--- src/sv/ratio_polynomial_range_calc_unit_defines.svh ---
`ifndef RATIO_POLYNOMIAL_RANGE_CALC_UNIT_DEFINES_SVH
`define RATIO_POLYNOMIAL_RANGE_CALC_UNIT_DEFINES_SVH

// same-cycle implication
`define RPRC_ASSERT_IMP(lbl, ante, cons, msg) \
  lbl: assert property (@(posedge clk) disable iff (rst) (ante) |-> (cons)) else $error(msg);

// next-cycle implication
`define RPRC_ASSERT_NXT(lbl, ante, cons, msg) \
  lbl: assert property (@(posedge clk) disable iff (rst) (ante) |=> (cons)) else $error(msg);

`endif

--- src/sv/rprc_div_pipe.sv ---
`timescale 1ns / 1ps
`default_nettype none

module rprc_div_pipe #(
  parameter int NW  = 32,
  parameter int DW  = 17,
  parameter int SPS = 2,
  parameter int SW  = 1
) (
  input  logic          clk,
  input  logic          rst,
  input  logic          en,
  input  logic          in_valid,
  input  logic [NW-1:0] num,
  input  logic [DW-1:0] den,
  input  logic [DW-1:0] rem,
  input  logic [SW-1:0] side_in,
  output logic          out_valid,
  output logic [NW-1:0] quo,
  output logic [SW-1:0] side_out
);

  localparam int NS = NW / SPS;

  logic          v_r [NS];
  logic [NW-1:0] n_r [NS];
  logic [DW-1:0] r_r [NS];
  logic [DW-1:0] d_r [NS];
  logic [SW-1:0] s_r [NS];

  for (genvar s = 0; s < NS; s++) begin : g_stage
    logic          v_in;
    logic [NW-1:0] n_in;
    logic [DW-1:0] r_in;
    logic [DW-1:0] d_in;
    logic [SW-1:0] s_in;
    logic [NW-1:0] n_next;
    logic [DW-1:0] r_next;
    logic [DW:0]   rs;

    if (s == 0) begin : g_first
      assign v_in = in_valid;
      assign n_in = num;
      assign r_in = rem;
      assign d_in = den;
      assign s_in = side_in;
    end else begin : g_next
      assign v_in = v_r[s-1];
      assign n_in = n_r[s-1];
      assign r_in = r_r[s-1];
      assign d_in = d_r[s-1];
      assign s_in = s_r[s-1];
    end

    // restoring steps, quotient bits shift in as numerator bits shift out
    always_comb begin
      r_next = r_in;
      n_next = n_in;
      rs     = '0;
      for (int j = 0; j < SPS; j++) begin
        rs     = {r_next, n_next[NW-1]};
        n_next = {n_next[NW-2:0], 1'b0};
        if (rs >= {1'b0, d_in}) begin
          rs        = rs - {1'b0, d_in};
          n_next[0] = 1'b1;
        end
        r_next = rs[DW-1:0];
      end
    end

    always_ff @(posedge clk) begin
      if (rst) begin
        v_r[s] <= 1'b0;
      end else if (en) begin
        v_r[s] <= v_in;
      end
    end

    always_ff @(posedge clk) begin
      if (en) begin
        n_r[s] <= n_next;
        r_r[s] <= r_next;
        d_r[s] <= d_in;
        s_r[s] <= s_in;
      end
    end
  end

  assign out_valid = v_r[NS-1];
  assign quo       = n_r[NS-1];
  assign side_out  = s_r[NS-1];

endmodule

`default_nettype wire

--- config.mk ---
export PLATFORM = sky130hd
export DESIGN_NAME = rprc_div_pipe
export DESIGN_NICKNAME = d
export VERILOG_FILES = /design/src/sv/ratio_polynomial_range_calc_unit_defines.svh /design/src/sv/rprc_div_pipe.sv
export SDC_FILE = /design/constraint.sdc
export NUM_CORES = 2
export LEC_CHECK = 0
export ABC_AREA = 1
export BUFFER_PORTS_ARGS = -buffer_cell sky130_fd_sc_hd__buf_2
export CAP_MARGIN = 20
export CORE_ASPECT_RATIO = 1.4
export CORE_UTILIZATION = 50
export CTS_BUF_LIST = sky130_fd_sc_hd__clkbuf_2 sky130_fd_sc_hd__clkbuf_4 sky130_fd_sc_hd__clkbuf_8
export CTS_CLUSTER_DIAMETER = 100
export DETAILED_ROUTE_END_ITERATION = 7
export GPL_TIMING_DRIVEN = 0
export HOLD_SLACK_MARGIN = 0.1
export PLACE_DENSITY = 0.71
export SYNTH_ARGS = -nofsm -noshare
export SYNTH_HDL_FRONTEND = slang
export SYNTH_SLANG_ARGS = --single-unit
--- constraint.sdc ---
create_clock -name clk -period 5.6 [get_ports clk]
set_input_delay 0 -clock clk [delete_from_list [all_inputs] [get_ports clk]]
set_output_delay 0 -clock clk [all_outputs]
set_load 0.03 [all_outputs]
After elaboration in Yosys (flattened, before gate mapping)
Memories as Yosys holds them, arrays and structs flattened. Index checks and enable logic that the tools add are counted.

Memory bits (writable): 1088. Register bits after elaboration: 0. Input bits: 71. Logic and storage cells: 171. Memories kept: 5. Output and inout port bits: 34.

Magnitude comparators: 32. Bitwise operators: 16. Multiplexer cells: 86. Add/sub/neg operators: 32.

Memory list: n_r (depth 16, bits a word 32, read ports 16, clocked after memory_dff 0, wr ports 16, RTL line rprc_div_pipe.sv:26) `logic [NW-1:0] n_r [NS];`; d_r (depth 16, bits a word 17, read ports 15, clocked after memory_dff 0, wr ports 16, RTL line rprc_div_pipe.sv:28) `logic [DW-1:0] d_r [NS];`; r_r (depth 16, bits a word 17, read ports 15, clocked after memory_dff 0, wr ports 16, RTL line rprc_div_pipe.sv:27) `logic [DW-1:0] r_r [NS];`; s_r (depth 16, bits a word 1, read ports 16, clocked after memory_dff 0, wr ports 16, RTL line rprc_div_pipe.sv:29) `logic [SW-1:0] s_r [NS];`; v_r (depth 16, bits a word 1, read ports 16, clocked after memory_dff 0, wr ports 16, RTL line rprc_div_pipe.sv:25) `logic v_r [NS];`.

Operators by type and width (count): $ge A18 B17 Y1 (32); $mux W17 (32); $sub A17 B17 Y17 (32); $mux W1 (54); $or A1 B1 Y1 (16).

Logic depth before layout (Yosys ltp)
An unclocked memory read counts as a cell.

Word-level depth: 5. Gate-level depth with buffers: 34. Depth with buffers taken out: 31.

Least setup slack after synthesis
OpenSTA, ideal clock, no wires.

Path kind: reg2reg. From: mem n_r[12][31] (netlist: n_r[1][159]). To: mem r_r[13][7] (netlist: r_r[1][92]), data pin. Cell stages (with the launch flop): 33. Setup time: 0.252 ns. Arrival: 3.509 ns. Slack: 1.838 ns. Data required time: 5.348 ns. Buffers on the path: 3. Clock period less this slack: 3.762 ns. Path through: edfxtp_1 -> inv_1 -> ha_1 -> inv_1 -> fa_1 -> nand3_1 -> nand2_2 -> nand2_2 -> nand2_2 -> nand2_1 -> nand2_2 -> nand2_2 -> nand2_4 -> buf_6 -> buf_6 -> nand2_1 -> nand2_1 -> ha_1 -> nand2_1 -> inv_1 -> nand2_1 -> nand2_1 -> nand2_1 -> nand2_1 -> nand2_1 -> nand3_1 -> nand2_1 -> nand2_1 -> nor2_8 -> nand2_4 -> buf_8 -> nand2_1 -> nand2_1.

RTL lines (RTL line): start, declared (rprc_div_pipe.sv:26); end, declared (rprc_div_pipe.sv:27).

==> results.md <==
* Drt drc at 0
* Biggest area consumer among synthesized cells: edfxtp_1
* Initial Util at 0.504
* CP dominant cell by count: nand2_1
* Proportion of layout cells with a drive suffix above 1 at 0.0793
* Latest clock arrival within the worst-skew pair at 0.92 ns
* Max_cap viols at 0
* Post-layout instance area at 76700 µm²
* Yosys top cell area share at 0.464
* EDFF count, synth at approximately 1100
* Worst Tran Pin Value at 0.756 ns
* CTS Buffer Depth at 3
* Fmax at between 150 and 200 MHz
* I/O Pins at roughly 110
* Post-DP HPWL at between 150000 and 200000 µm
* Core box area at ~140000 µm²
* All-Layer GR Usage at 0.276
* Die area at between 100000 and 150000 µm²
* YS warnings at 0
* Placed Area at 71300 µm²
* Worst path max stage delay at 0.60 ns
* WL final at between 150000 and 200000 µm
* H-tree levels at 4
* Area Overhead vs Synth at 12.4%
* Worst min path class: input pin to flip-flop
* Final setup margin at 0.254 ns
* Net count after synthesis at between 8000 and 9000
* Critical Path Sink Type: flip-flop
* Avg Vias per Cell at roughly 5.2
* 1st-pass router iterations at 6
* Worst path required time at between 6 and 7 ns
* Hold Startpoint: en
* Final #Nets at approximately 9100
* Antenna-violating nets left at 0
* IO Port Bufs at ~100
* Slowest CP cell: dlygate4sd3_1
* Post-layout minimum cycle time at 5.35 ns
* Pin count of the biggest net entering global routing at between 100 and 150
* Count of different cell masters after synthesis at 54
* Setup Crit Path Kind: input pin to flip-flop
* Mapped Avg Cell Area at about 8.6 µm²
* Critical Path AT at roughly 6 ns
* Slew headroom at 0.491
* Setup Skew at about 0.055 ns
* CTS root buf: clkbuf_8
* Via Count at 54200
* Number of synthesized register bits at 1054
* Total CTS buffers at 163
* Top_reg_cell synth: edfxtp_1
* Die X at roughly 310 µm
* CP startpoint: den[0]
* Grt ovf at 0
* Drt first-iter violations at around 3000
* Ranking of synthesized cells by area: edfxtp_1 (46%), nand2_1 (15%), ha_1 (10%)
* Drt wl/cell at 18.3 µm
* Clk slew on worst S/H paths at 0.07 ns
* Worst setup SP type: input pin
* First-pass GRT wire length at 291000 µm
* Post-synth ARST share at 0
* Gp weighted congestion at 0.972
* Pins Over Slew Limit at 0
* RSZ-0062 raised after global routing: false
* Register area share after synthesis at 0.464
* Cell Area, Synth at between 60000 and 70000 µm²
* Die Y at 439 µm
* Setup WS pre-CTS at around 0.64 ns
* Initial antenna violation count at 6
* Number of global-route vias before repair at roughly 54000
* CTS tree: done
* Final Cycle Share at 0.955
* Setup TNS Final at 0 ns
* FF-to-FF Start: n_r[0][95]
* Rows at between 150 and 200
* Status: finished clean
* Final setup viols at 0
* Final Hold Viols at 0
* CTS Sinks at roughly 1100
* Syn Inst Count at between 7000 and 8000
* CP Max Fanout at 10
## cells in the final DEF (no fill, tap or decap), drive strengths merged, types with 7 or more instances in the layout
cell type    instances
edfxtp            1054
diode               10
nand4               48
nor3                67
or2                 51
fa                  31
clkinv              61
nor2               426
clkinvlp             7
nand3              460
inv               1059
dlygate4sd3        201
bufinv              12
nand2             2820
o21ai              379
a21boi              12
xnor2              128
o21bai              32
xor2               171
clkbuf             214
o21a                 7
nand3b              71
a31oi               20
nor4                 8
ha                 544
and3                17
and2                22
a21oi              430
a21o                31
buf                188
## cell type report
type | instances | area, µm²
sequential | 1054 | 31700
tap | 1782 | 2230
clock inverter | 90 | 781
multi-input combinational | 5792 | 32000
clock buffer | 205 | 2590
timing repair buffer | 317 | 2830
fill | 12300 | 58800
inverter | 1049 | 3960
antenna | 10 | 25.0
buffer | 81 | 674
## Yosys cell counts, types with 11 or more instances
library cell,number
a21boi_0,11
a21o_1,31
a21oi_1,423
a31oi_1,20
and2_1,19
and3_1,17
buf_2,20
buf_4,16
buf_6,35
edfxtp_1,1054
fa_1,31
ha_1,544
inv_1,1029
inv_2,13
nand2_1,2741
nand2_2,61
nand2_4,17
nand3_1,445
nand3b_1,71
nand4_1,47
nor2_1,405
nor2_4,11
nor3_1,67
o21ai_0,300
o21ai_1,47
o21ai_2,32
o21bai_1,32
or2_2,51
xnor2_1,128
xor2_1,171
## critical path, delay by kind of cell
kind | cells | cell delay (ns)
buf+inv | 11 | 3.55
simple gates | 19 | 1.59
fa+ha+maj | 3 | 0.73
compound gates | 1 | 0.06
## what timing repair did
| action | in CTS | in global routing |
|---|---|---|
| gates resized for setup | 0 | 6 |
| buffers inserted | 0 | 2 |
| hold buffers | 202 | 0 |
| setup endpoints to repair | 0 | 9 |
| endpoints found under the hold margin | 356 | 0 |
## metal layers
layer / GRT usage / up-vias / wire [µm]
li1: - / 27500 / -
met1: 0.276 / 25000 / 68600
met2: 0.508 / 1258 / 98100
met3: 0.0352 / 559 / 6220
met4: 0.224 / 0 / 17300
met5: 0 / - / 0
## through the flow
stage | hold slack [ns] | instances | utilization
3_3_place_gp | 0.177 | 9862 | 0.524
6_report | 0.266 | 10400 | 0.566
5_1_grt | 0.200 | 10400 | 0.566
3_5_place_dp | 0.179 | 9871 | 0.526
2_1_floorplan | 0.0989 | 7976 | -
4_1_cts | 0.155 | 10400 | 0.566
## path summary, 6_finish.rpt
path | endpoint | slack, ns | cells after the start
min reg2reg | n_r[1][190] | 0.38 | 0
max reg2reg | n_r[0][96] | 0.55 | 30
min | d_r[0][49] | 0.27 | 3
max | r_r[0][13] | 0.25 | 34
## flip-flops by register name (all words and copies together) (netlist names)
name / flops
n_r: 512
v_r: 16
r_r: 255
d_r: 255
s_r: 16
## kinds of logic after synthesis
group | Yosys count | synth area share
AOI/OAI and AO/OA | 919 | 0.0735
xor gates and xnor gates | 299 | 0.0384
adders and majority gates | 575 | 0.109
buffers and inverters | 1130 | 0.0677
DFF | 1054 | 0.464
and+or+nand+nor | 3999 | 0.248
Power is left out: the tool's default activity adds up to more than one toggle a clock period on the data nets, which glitch-free logic cannot reach.
